--- config.mk ---
export PLATFORM = sky130hd
export DESIGN_NAME = cic_ctrl
export DESIGN_NICKNAME = d
export VERILOG_FILES = /design/src/rtl/cic_pkg.sv /design/src/rtl/cic_ctrl.sv
export SDC_FILE = /design/constraint.sdc
export NUM_CORES = 1
export LEC_CHECK = 0
export BUFFER_PORTS_ARGS = -buffer_cell sky130_fd_sc_hd__clkbuf_2
export CAP_MARGIN = 0
export CORE_MARGIN = 1
export CORE_UTILIZATION = 45
export DETAILED_ROUTE_END_ITERATION = 10
export GPL_ROUTABILITY_DRIVEN = 0
export PLACE_DENSITY = 0.7
export SYNTH_ARGS = -nofsm -noshare
export SYNTH_HDL_FRONTEND = slang
export SYNTH_SLANG_ARGS = --single-unit
--- constraint.sdc ---
create_clock -name clk_i -period 1.65 [get_ports clk_i]
set_input_delay 0.165 -clock clk_i [delete_from_list [all_inputs] [get_ports clk_i]]
set_output_delay 0.165 -clock clk_i [all_outputs]
set_load 0.03 [all_outputs]
--- src/rtl/cic_pkg.sv ---
// Package for the chain integer calculator.
// Holds command codes and the command/status structs between controller and datapath.
// No dependencies.
package cic_pkg;

  localparam logic [2:0] CMD_LOAD  = 3'd0;
  localparam logic [2:0] CMD_ADD   = 3'd1;
  localparam logic [2:0] CMD_SUB   = 3'd2;
  localparam logic [2:0] CMD_MUL   = 3'd3;
  localparam logic [2:0] CMD_DIV   = 3'd4;
  localparam logic [2:0] CMD_ROOT  = 3'd5;
  localparam logic [2:0] CMD_POWER = 3'd6;
  localparam logic [2:0] CMD_CHECK = 3'd7;

  typedef enum logic [3:0] {
    OP_NONE,
    OP_START,
    OP_SIMPLE,
    OP_DIV_STEP,
    OP_DIV_DONE,
    OP_POW_STEP,
    OP_ROOT_MID,
    OP_ROOT_PSTEP,
    OP_ROOT_DECIDE,
    OP_ROOT_ONE
  } dp_op_e;

  typedef struct packed {
    dp_op_e op;
  } dp_cmd_t;

  typedef struct packed {
    logic div_zero;
    logic div_last;
    logic pow_trivial;
    logic pow_last;
    logic root_trivial;
    logic root_empty;
    logic root_exact;
    logic root_pdone;
  } dp_sts_t;

endpackage

--- src/rtl/cic_ctrl.sv ---
// Controller of the chain integer calculator: sequences the datapath
// and runs the request handshakes. Depends on cic_pkg.
module cic_ctrl (
  input  logic                  clk_i,
  input  logic                  rst_ni,
  input  logic                  in_valid_i,
  output logic                  in_stall_o,
  input  logic [2:0]            command_i,
  output logic                  out_valid_o,
  input  logic                  out_stall_i,
  input  cic_pkg::dp_sts_t      sts_i,
  output cic_pkg::dp_cmd_t      cmd_o
);
  import cic_pkg::*;

  localparam logic [3:0] S_IDLE   = 4'd0;
  localparam logic [3:0] S_DISP   = 4'd1;
  localparam logic [3:0] S_DIV    = 4'd2;
  localparam logic [3:0] S_DIVFIN = 4'd3;
  localparam logic [3:0] S_POW    = 4'd4;
  localparam logic [3:0] S_RMID   = 4'd5;
  localparam logic [3:0] S_RPOW   = 4'd6;
  localparam logic [3:0] S_RDEC   = 4'd7;
  localparam logic [3:0] S_OUT    = 4'd8;
  localparam logic [3:0] S_RCHK   = 4'd9;

  logic [3:0] state_q, state_d;
  logic [2:0] c_q, c_d;
  logic       accept;

  assign in_stall_o  = (state_q != S_IDLE);
  assign out_valid_o = (state_q == S_OUT);
  assign accept      = in_valid_i && (state_q == S_IDLE);

  always_comb begin
    state_d = state_q;
    c_d = c_q;
    cmd_o.op = OP_NONE;
    unique case (state_q)
      S_IDLE: if (accept) begin
        cmd_o.op = OP_START; c_d = command_i; state_d = S_DISP;
      end
      S_DISP: begin
        priority if (c_q == CMD_DIV && !sts_i.div_zero) state_d = S_DIV;
        else if (c_q == CMD_POWER && !sts_i.pow_trivial) state_d = S_POW;
        else if (c_q == CMD_ROOT && !sts_i.root_trivial) state_d = S_RMID;
        else begin
          cmd_o.op = OP_SIMPLE; state_d = S_OUT;
        end
      end
      S_DIV: begin
        cmd_o.op = OP_DIV_STEP;
        if (sts_i.div_last) state_d = S_DIVFIN;
      end
      S_DIVFIN: begin
        cmd_o.op = OP_DIV_DONE; state_d = S_OUT;
      end
      S_POW: begin
        cmd_o.op = OP_POW_STEP;
        if (sts_i.pow_last) state_d = S_OUT;
      end
      S_RCHK: begin
        if (sts_i.root_empty) begin
          cmd_o.op = OP_ROOT_ONE; state_d = S_OUT;
        end else state_d = S_RMID;
      end
      S_RMID: begin
        cmd_o.op = OP_ROOT_MID; state_d = S_RPOW;
      end
      S_RPOW: begin
        if (sts_i.root_pdone) state_d = S_RDEC;
        else cmd_o.op = OP_ROOT_PSTEP;
      end
      S_RDEC: begin
        cmd_o.op = OP_ROOT_DECIDE;
        state_d = sts_i.root_exact ? S_OUT : S_RCHK;
      end
      S_OUT: if (!out_stall_i) state_d = S_IDLE;
      default: state_d = S_IDLE;
    endcase
  end

  always_ff @(posedge clk_i or negedge rst_ni) begin
    if (!rst_ni) begin
      state_q <= S_IDLE; c_q <= CMD_LOAD;
    end else begin
      state_q <= state_d; c_q <= c_d;
    end
  end

endmodule
# Word level (Yosys, flattened, before mapping)
# Index checks and enable logic that the tools add are counted.
# W data, S select, Z words.
# totals
register_bits	7
in_bits	15
out_inout_bits	6
elab_cells	48
# op_classes
eq_ne	17
n_mux	18
reduce_logical	11
# ops
operator	count
$mux W4	10
$pmux W4 S10	1
$pmux W4 S9	1
$eq A4 B3 Y1 const B	4
$ne A2 B2 Y1 const B	5
$eq A3 B3 Y1 const B	3
$eq A4 B2 Y1 const B	2
$eq A4 B4 Y1 const B	2
$mux W2	3
$reduce_and A5 Y1	1
$eq A4 B1 Y1 const B	1
$logic_and A1 B1 Y1	4
$logic_not A4 Y1	1
$reduce_bool A4 Y1	1
$logic_not A1 Y1	3
$mux W3	1
$mux W1	2
$reduce_and A2 Y1	1

# Depth between registers and ports, before layout
# Gate-level depths: netlist (run 1).
# depth
ltp_word	6
mapped_depth	5
ltp_nobuf	4

# Worst setup path before layout (run 1)
# Ideal clock, no wire load.
# synth_timing
path_type	reg-to-output
startpoint	register state_q[1]
endpoint	output port cmd_o[1] (netlist bit)
arrival_ps	1459
t_required_ps	1485
setup_slack_ps	26
stages_incl_launch_ff	5
path_buffers	1
cell_sequence	dfrtp_1 -> buf_4 -> nor2b_1 -> a21oi_1 -> o21ai_0
# synth_lines
item	line_no	text
from (decl)	cic_ctrl.sv:27	logic [3:0] state_q, state_d;
from (signal assigned)	cic_ctrl.sv:85	state_q <= S_IDLE; c_q <= CMD_LOAD;
from (signal assigned)	cic_ctrl.sv:87	state_q <= state_d; c_q <= c_d;
to (decl)	cic_ctrl.sv:12	output cic_pkg::dp_cmd_t cmd_o

==> run_results.csv, run 1 <==
group,metric,value,unit
outcome,status,"finished, violations left",
outcome,violations,"setup timing",
critical_path,startpoint_type,"flip-flop",
place,io_buffers,20,
route,drc,0,
sta,max_freq,0.5983,GHz
critical_path,worstPathRequired,1.48,ns
critical_path,r2r-end,"state_q[3]",
yosys,synth_cell_types,35,
grt,grt_pass1_wl,2.387,mm
route,wl,1.855,mm
route,via_per_inst,6.052,
cells_and_area,drive_above_1_share,57.84,%
hold_path,min_path_type,"primary input to flip-flop",
sta,fin_ws,-0.02134,ns
route,firstDrtPassIters,4,
die,coreArea,1156,um2
cts,cts_num_sinks,7,
yosys,synth_seq_cells,7,
critical_path,critPathArrivalTime,1.51,ns
cells_and_area,area_growth,56.72,%
critical_path,r2r_start,"c_q[1]",
critical_path,r2r_slack,0.10,ns
sta,skew,0.009220,ns
die,die_h,38.11,um
die,start_util,50.76,%
yosys,seq_area_frac_synth,29.85,%
power_and_ir_drop,cellPowerDensity,2070,nW/um2
cts,clk_pin_slew,0.06,ns
power_and_ir_drop,max-vdd-ir-drop,1.150,mV
grt,grt_pass1_vias,585,
grt,grt-ovfl-total,0,
power_and_ir_drop,leakage,0.0004332,uW
cts,cts_made_buffers,3,
sta,post-route-period-util,101.3,%
cts,cts_tree,"done",
critical_path,crit_path_cell_trace,"buf_6, a311o_1, o22ai_1, buf_4",
cells_and_area,n_antenna_cell,0,
yosys,syn_nets,80,
cts,clk_latency,0.26,ns
yosys,synth_area,586.8,um2
route,drt_iter0_drc,41,
run,cap_violations,0,
hold_path,holdPathEnd,"state_q[3]",
cells_and_area,nNetsFinal,118,
sta,period_needed,1.671,ns
grt,antenna_found_initial,0,
critical_path,critical_path_class,"flip-flop to primary output",
die,die_w,38.11,um
sta,hold_violations,0,
critical_path,cpPeakStageDelay,0.46,ns
yosys,postSynthCellCount,65,
route,drt-wirelength-per-cell,15.99,um
route,ant_nets,0,
sta,whs,0.1180,ns
sta,setup_tns,-0.02134,ns
grt,grt_max_degree,16,
critical_path,crit_start,"state_q[0]",
route,vias,702,
cts,root_buffer,"clkbuf_4",
sta,finalSetupViolations,1,
critical_path,critPathSlowestCell,"dfrtp_2",
cts,cts_buffer_depth,2,
die,rows,12,
critical_path,cp_top_family,"flip-flops",
hold_path,hp-start,"out_stall_i",
place,dpl.hpwl,1.042,mm
hold_path,min_path_cells,2,
sta,worstMarginPinSlew,0.3351,ns
power_and_ir_drop,fin_total_pwr,1904,uW
critical_path,worstRegToRegCells,5,
sta,rsz0062_at_grt,"yes",
yosys,ys_warn_count,0,
critical_path,path_buf_inv,2,
die,io_pins,21,
yosys,avgSynthCellArea,9.028,um2
critical_path,worstPathMaxFanout,6,
critical_path,crit_path_end_kind,"primary output",
sta,max_slew_margin,77.53,%
sta,drv_slew,0,
grt,globalRouteTotalUtil,24.38,%
cts,htree_levels,1,
die,die_area,1452,um2
logic make-up (layout without fill, tap and decap cells):
kind of cell           after synthesis  after routing  synth area share, %
flip-flops                           7              7                29.85
multiplexers                         4              4                8.314
AO/OA/AOI/OAI                       18             18                21.54
AND/OR/NAND/NOR                     32             32                34.97
buffers and inverters                4             41                5.329
sequential cells by signal (all words and copies together), names as in the netlist:
signal,flops
state_q,4
c_q,3
routing by layer:
metal  share of wire, %  GRT usage, %
met1                 45         30.51
met4                1.0         15.18
met3                7.2         6.977
met5                  0             0
met2                 47         36.44
synthesized netlist by cell type:
cell type	n	area, um2
nor4b_2	1	15.01
o21bai_1	1	7.510
nor4_2	1	12.51
buf_6	1	11.26
a31oi_1	1	6.260
nor2_1	6	22.52
and2_1	1	6.260
a211oi_1	1	7.510
o31ai_1	1	7.510
nor4bb_1	1	10.01
o32a_1	1	10.01
o2111ai_1	1	8.760
nor3_1	3	15.01
o22ai_1	3	18.77
buf_2	1	5.000
buf_4	2	15.01
mux2_1	1	11.26
mux2_4	1	15.01
or4_1	1	7.510
a311o_1	1	10.01
o21ai_0	3	15.01
mux2_2	2	22.52
a21oi_1	4	20.02
or3_4	1	11.26
nor3b_1	1	7.510
nand3b_1	1	7.510
dfrtp_1	7	175.2
nor2b_1	2	12.51
nand3_2	1	10.01
o2bb2ai_2	1	15.01
nand2b_1	4	25.02
and4bb_2	1	12.51
and3_1	1	6.260
nand2_1	5	18.77
nand3_1	1	5.000
report_power, final:
group / leakage, uW / internal (uW) / switching (uW)
sequential: 0.0000814 / 265 / 150
combinational: 0.000337 / 645 / 676
clock: 0.0000150 / 93.0 / 74.7
total: 0.000433 / 1000 / 900
how the worst max path moves through the flow:
| stage | end | cells after the start |
|---|---|---|
| 3_5_place_dp | state_q[3] | 5 |
| 2_1_floorplan | cmd_o[1] | 4 |
| 3_3_place_gp | state_q[3] | 5 |
| 4_1_cts | cmd_o[1] | 5 |
| 6_report | cmd_o[0] | 4 |
| 5_1_grt | cmd_o[0] | 4 |
worst reg2reg max path, stage by stage, from the launching register on:
cell and delay, ns:
dfrtp_1 0.43, nor4b_4 0.35, nor4_4 0.08, buf_4 0.15, a211oi_1 0.34, o2bb2ai_2 0.08
through the flow:
step | util (%) | setup slack (ns) | cells | area, um2
after floorplan | - | 0.02604 | 65 | 586.8
after global placement | 60.82 | 0.1228 | 99 | 703.2
after detailed placement | 60.82 | 0.1084 | 99 | 703.2
after CTS | 67.86 | -0.01554 | 108 | 784.5
after global routing | 79.55 | -0.04278 | 116 | 919.6
final | 79.55 | -0.02134 | 116 | 919.6
layout make-up:
class	count	area [um2]
sequential	7	181.4
clock buffer	4	26.28
timing repair buffer	37	247.7
fill	78	236.5
tap	14	17.52
multi-input combinational	54	446.7
cells in the final DEF (no fill, tap or decap), drive strengths merged:
cell	count
and2	1
o31ai	1
nand2b	4
o22ai	3
a311o	1
mux2	4
a211oi	1
nand3	2
or4	1
nor4bb	1
nor3b	1
nor3	3
and4bb	1
nor4b	1
buf	18
o2111ai	1
nor4	1
o21ai	3
dlygate4sd3	1
o2bb2ai	1
nand3b	1
or3	1
o21bai	1
nand2	5
a21oi	4
dlymetal6s2s	1
and3	1
nor2b	2
clkbuf	21
a31oi	1
dfrtp	7
o32a	1
nor2	6
what timing repair did:
action                                  CTS  global route
pin swaps                                 0             2
endpoints found under the setup margin    4             4
resized for setup                         7            21
endpoints found under the hold margin     7             0
hold buffers                              1             0
setup buffers                             4             8
(Power assumes the default switching activity.)
==> inputs of run 2 (changes only) <==
REMOVE_ABC_BUFFERS = 1   (was not set)
==> run_results.csv, run 2 (synthesis gave the netlist of run 1 again) <==
group,metric,value,unit
outcome,status,"finished, violations left",
grt,grt_pass1_wl,2.656,mm
cells_and_area,fin_area,897.1,um2
power_and_ir_drop,seqPwrFrac,23.0,%
die,die_area,1452,um2
route,ant_nets,0,
sta,period_needed,1.678,ns
grt,grt-ovfl-total,0,
hold_path,min_path_type,"primary input to flip-flop",
cts,cts_made_buffers,3,
sta,hold_violations,0,
die,coreArea,1156,um2
cts,htree_levels,1,
cts,clk_pin_slew,0.05,ns
power_and_ir_drop,switching_share,47.40,%
die,start_util,50.76,%
sta,setup_tns,-0.02805,ns
critical_path,cpPeakStageDelay,0.46,ns
power_and_ir_drop,power_frac_clock,8.5,%
power_and_ir_drop,cellPowerDensity,2061,nW/um2
grt,grt_pass1_vias,609,
grt,globalRouteTotalUtil,26.69,%
critical_path,critPathSlowestCell,"dfrtp_2",
die,io_pins,21,
cells_and_area,fillers,76,
critical_path,critPathArrivalTime,1.51,ns
cells_and_area,final_cell_mix,"clkbuf_2, buf_4, nor2_1, dfrtp_2",
critical_path,worstPathRequired,1.48,ns
place,dpl.hpwl,1.129,mm
critical_path,crit_path_cell_trace,"buf_6, a311o_1, o22ai_1, buf_4",
hold_path,hp-start,"command_i[2]",
cells_and_area,drive_above_1_share,59.60,%
critical_path,r2r_start,"state_q[1]",
place,pre_cts_ws,0.1521,ns
grt,globalRouteMet2Util,43.64,%
cts,cts_buffer_depth,2,
die,die_w,38.11,um
grt,grt_max_degree,16,
route,vias,689,
outcome,violations,"setup timing",
grt,antenna_found_initial,0,
place,place_area,703.2,um2
power_and_ir_drop,leakage,0.0004080,uW
grt,top_usage_layer,"met2",
grt,grt_use_met3,9.302,%
critical_path,critical_path_class,"flip-flop to primary output",
power_and_ir_drop,p_int,972.6,uW
sta,rsz0062_at_grt,"yes",
place,io_buffers,20,
die,die_h,38.11,um
critical_path,crit_path_end_kind,"primary output",
route,via_per_inst,6.097,
critical_path,crit_start,"state_q[3]",
route,firstDrtPassIters,4,
sta,post-route-period-util,101.7,%
power_and_ir_drop,max-vdd-ir-drop,1.278,mV
route,drt-wirelength-per-cell,15.81,um
cells_and_area,largest_reg_flops,4,
cells_and_area,n_antenna_cell,0,
die,rows,12,
route,wl,1.786,mm
sta,finalSetupViolations,1,
cells_and_area,final_common_cell,"clkbuf_2",
critical_path,startpoint_type,"flip-flop",
cts,cts_tree,"done",
cells_and_area,nNetsFinal,115,
sta,max_freq,0.5959,GHz
sta,worstMarginPinSlew,0.3196,ns
run,cap_violations,0,
cts,clk_latency,0.25,ns
sta,whs,0.1306,ns
sta,drv_slew,0,
cts,root_buffer,"clkbuf_4",
grt,grtUsageMet1,33.70,%
route,drt_iter0_drc,32,
route,drc,0,
sta,fin_ws,-0.02805,ns
cts,cts_num_sinks,7,
sta,skew,0.003565,ns
sta,max_slew_margin,78.66,%
cells_and_area,top_regs,"state_q: 4 flops, c_q: 3 flops",
power_and_ir_drop,comb_power_share,68.4,%
cells_and_area,top_register,"state_q",
power_and_ir_drop,p_switching,876.5,uW
cells_and_area,area_growth,52.88,%
critical_path,worstPathMaxFanout,5,
[run 2: cell types whose count changed in the layout (fill, tap and decap cells not counted), sizes merged]
cell / change
clkbuf: -1
buf: -1
dlymetal6s2s: -1
[run 2: power by group through the flow]
stage / combinational (uW) / clock (uW) / sequential, uW
2_1_floorplan: 648 / 0 / 387
3_3_place_gp: 904 / 0 / 405
3_5_place_dp: 915 / 0 / 409
4_1_cts: 1110 / 161 / 413
5_1_grt: 1350 / 169 / 443
6_report: 1270 / 158 / 426
[run 2: area by class of cell]
type	count	area, um2	share of cell area, %
clock buffer	4	26.28	2.929
multi-input combinational	54	452.9	50.49
sequential	7	181.4	20.22
tap	14	17.52	1.953
timing repair buffer	34	219.0	24.41
[run 2: worst paths after layout]
kind	end	slack (ns)	cells past startpoint
setup reg to reg	state_q[3]	0.13	5
hold / removal	c_q[2]	0.13	2
setup / recovery	cmd_o[0]	-0.03	4
max in group asynchronous	state_q[1]	1.18	2
hold reg to reg	c_q[2]	0.60	1
min in group asynchronous	state_q[3]	0.28	2
[run 2: what timing repair did]
action	4_1_cts	5_1_grt
pin swaps	1	1
buffers inserted	5	4
resized for setup	14	14
hold buffers	1	0
endpoints found under the hold margin	7	0
endpoints found under the setup margin	4	3
[run 2: metrics by stage]
stage                     cells  power, uW  util [%]
after CTS                   109       1685     72.08
final                       113       1849     77.60
after detailed placement     99       1324     60.82
after global placement       99       1309     60.82
after global routing        113       1960     77.60
after floorplan              61       1035         -
[run 2: per-layer routing]
metal / wire (um) / up-vias
met3: 132 / 4
met2: 895 / 36
met1: 734 / 331
li1: - / 318
met4: 25 / 0
met5: 0 / -
[run 2: critical path: cells and delay by family (launching register included)]
kind | cells | cell delay, ns
AOI/OAI and AO/OA | 2 | 0.46
DFF | 1 | 0.46
buffers and inverters | 2 | 0.34
==> inputs of run 3 (changes only) <==
ABC_AREA = 1   (was not set)
==> run_results.csv, run 3 <==
group,metric,value,unit
grt,globalRouteTotalUtil,23.42,%
route,via_per_inst,4.803,
route,drt_iter0_drc,21,
grt,grt_pass1_vias,615,
power_and_ir_drop,leakage,0.0005060,uW
die,start_util,47.98,%
power_and_ir_drop,cellPowerDensity,2125,nW/um2
power_and_ir_drop,max-vdd-ir-drop,0.9757,mV
grt,grt_max_degree,8,
critical_path,worstPathMaxFanout,4,
sta,max_freq,0.6335,GHz
sta,fin_ws,0.07141,ns
yosys,netlist.area_leader.share,28.06,%
route,firstDrtPassIters,4,
cells_and_area,nNetsFinal,143,
sta,max_slew_margin,85.55,%
sta,skew,0.001374,ns
cts,root_buffer,"clkbuf_4",
grt,grt-ovfl-total,0,
sta,rsz0062_at_grt,"yes",
critical_path,worstPathRequired,1.48,ns
route,wl,1.536,mm
critical_path,crit_path_end_kind,"primary output",
grt,antenna_found_initial,0,
yosys,ys_warn_count,0,
cells_and_area,top_regs,"state_q: 4 flops, c_q: 3 flops",
sta,period_needed,1.579,ns
cts,clk_latency,0.24,ns
critical_path,startpoint_type,"flip-flop",
cells_and_area,final_cells,142,
yosys,synth_area_leader_cell,"dfrtp_1",
cells_and_area,n_antenna_cell,0,
yosys,synth_ff_type,"dfrtp_1",
hold_path,min_path_type,"primary input to flip-flop",
route,vias,682,
die,die_area,1541,um2
sta,worstMarginPinSlew,0.2159,ns
yosys,synth_seq_cells,7,
critical_path,r2r_start,"state_q[3]",
yosys,avgSynthCellArea,6.437,um2
yosys,seq_area_frac_synth,28.06,%
die,coreArea,1301,um2
sta,hold_violations,0,
cts,htree_levels,1,
sta,finalSetupViolations,0,
critical_path,crit_start,"state_q[1]",
cells_and_area,top_register,"state_q",
die,io_pins,21,
place,io_buffers,20,
critical_path,critical_path_class,"flip-flop to primary output",
sta,post-route-period-util,95.67,%
route,ant_nets,0,
cells_and_area,area_growth,37.47,%
cts,cts_buffer_depth,2,
cells_and_area,drive_above_1_share,46.46,%
cells_and_area,final_common_cell,"nand2_1",
yosys,postSynthCellCount,97,
place,numPlacedInstances,132,
cts,cts_num_sinks,7,
cells_and_area,final_cell_mix,"nand2_1, clkbuf_2, inv_2, nor2_1, inv_1",
die,die_w,39.25,um
yosys,synth.area.top_cells,"dfrtp_1, nand2_1, nand3_1, nand3b_1, nor2_2",
route,drc,0,
cells_and_area,largest_reg_flops,4,
place,dpl.hpwl,1.204,mm
sta,drv_slew,0,
yosys,synth_cell_types,17,
route,drt-wirelength-per-cell,10.82,um
cells_and_area,fin_util,65.96,%
grt,grt_pass1_wl,2.408,mm
cts,cts_made_buffers,3,
cts,clk_pin_slew,0.05,ns
yosys,synth_area,624.3,um2
yosys,synth_edf_count,0,
yosys,async_flop_share,100.0,%
run,cap_violations,0,
yosys,yosysMostFrequentCell,"nand2_1",
cts,cts_tree,"done",
critical_path,critPathArrivalTime,1.41,ns
hold_path,hp-start,"command_i[2]",
power_and_ir_drop,fin_total_pwr,1824,uW
die,die_h,39.25,um
outcome,status,"finished, final reports clean",
die,rows,13,
yosys,synthTopCellsByCount,"nand2_1, nor2_1, inv_1, inv_2, nand3_1",
place,pre_cts_ws,0.2103,ns
run 3: layout make-up:
cell class              instances  area (um2)
clock buffers                   4       26.28
fillers                       119       442.9
inverters                      16       60.06
multi-input cells              74       420.4
flip-flops and latches          7       180.2
well taps                      15       18.77
repair buffers                 26       152.6
run 3: layer usage:
metal | routed length (um) | part of all wire (%) | GRT usage (%) | vias up
li1 | - | - | - | 364
met1 | 724 | 47 | 28.77 | 296
met2 | 747 | 49 | 40.83 | 20
met3 | 59 | 3.8 | 3.409 | 2
met4 | 5 | 0.33 | 8.621 | 0
met5 | 0 | 0 | 0 | -
run 3: cells by family after synthesis:
kind of cell	synth area share, %
flip-flops	28.06
AND/OR/NAND/NOR	58.32
AO/OA/AOI/OAI	4.007
buffers and inverters	9.620
run 3: worst paths after layout:
kind | to | slack, ns | cells after the start
max reg2reg | state_q[0] | 0.33 | 8
max in group asynchronous | state_q[0] | 1.17 | 2
min reg2reg | c_q[2] | 0.59 | 2
min in group asynchronous | state_q[2] | 0.30 | 2
min | c_q[2] | 0.12 | 3
max | cmd_o[2] | 0.07 | 6
run 3: report_power, final:
| group | total, uW | switching (uW) | internal (uW) |
|---|---|---|---|
| clock | 147 | 55.4 | 91.8 |
| combinational | 1280 | 798 | 480 |
| sequential | 398 | 134 | 264 |
run 3: repair_timing:
item,CTS,global route
endpoints found under the setup margin,3,3
hold endpoints to repair,7,0
hold buffers,1,0
buffers inserted,2,3
pin swaps,1,3
resized for setup,4,11
run 3: stage by stage:
| step | TNS (ns) | instance area (um2) | hold slack [ns] |
|---|---|---|---|
| 6_report | 0 | 858.3 | 0.1151 |
| 5_1_grt | -0.008486 | 858.3 | 0.1200 |
| 4_1_cts | -0.006896 | 804.5 | 0.1064 |
| 3_5_place_dp | 0 | 743.2 | 0.008518 |
| 3_3_place_gp | 0 | 743.2 | 0.005767 |
| 2_1_floorplan | 0 | 624.3 | -0.1306 |
run 3: worst max-delay path: stages, from the launching register on:
cell      delay, ns
dfrtp_2        0.43
inv_2          0.08
nor2_4         0.16
nand3b_4       0.11
o21ai_1        0.10
or2_1          0.11
buf_2          0.18
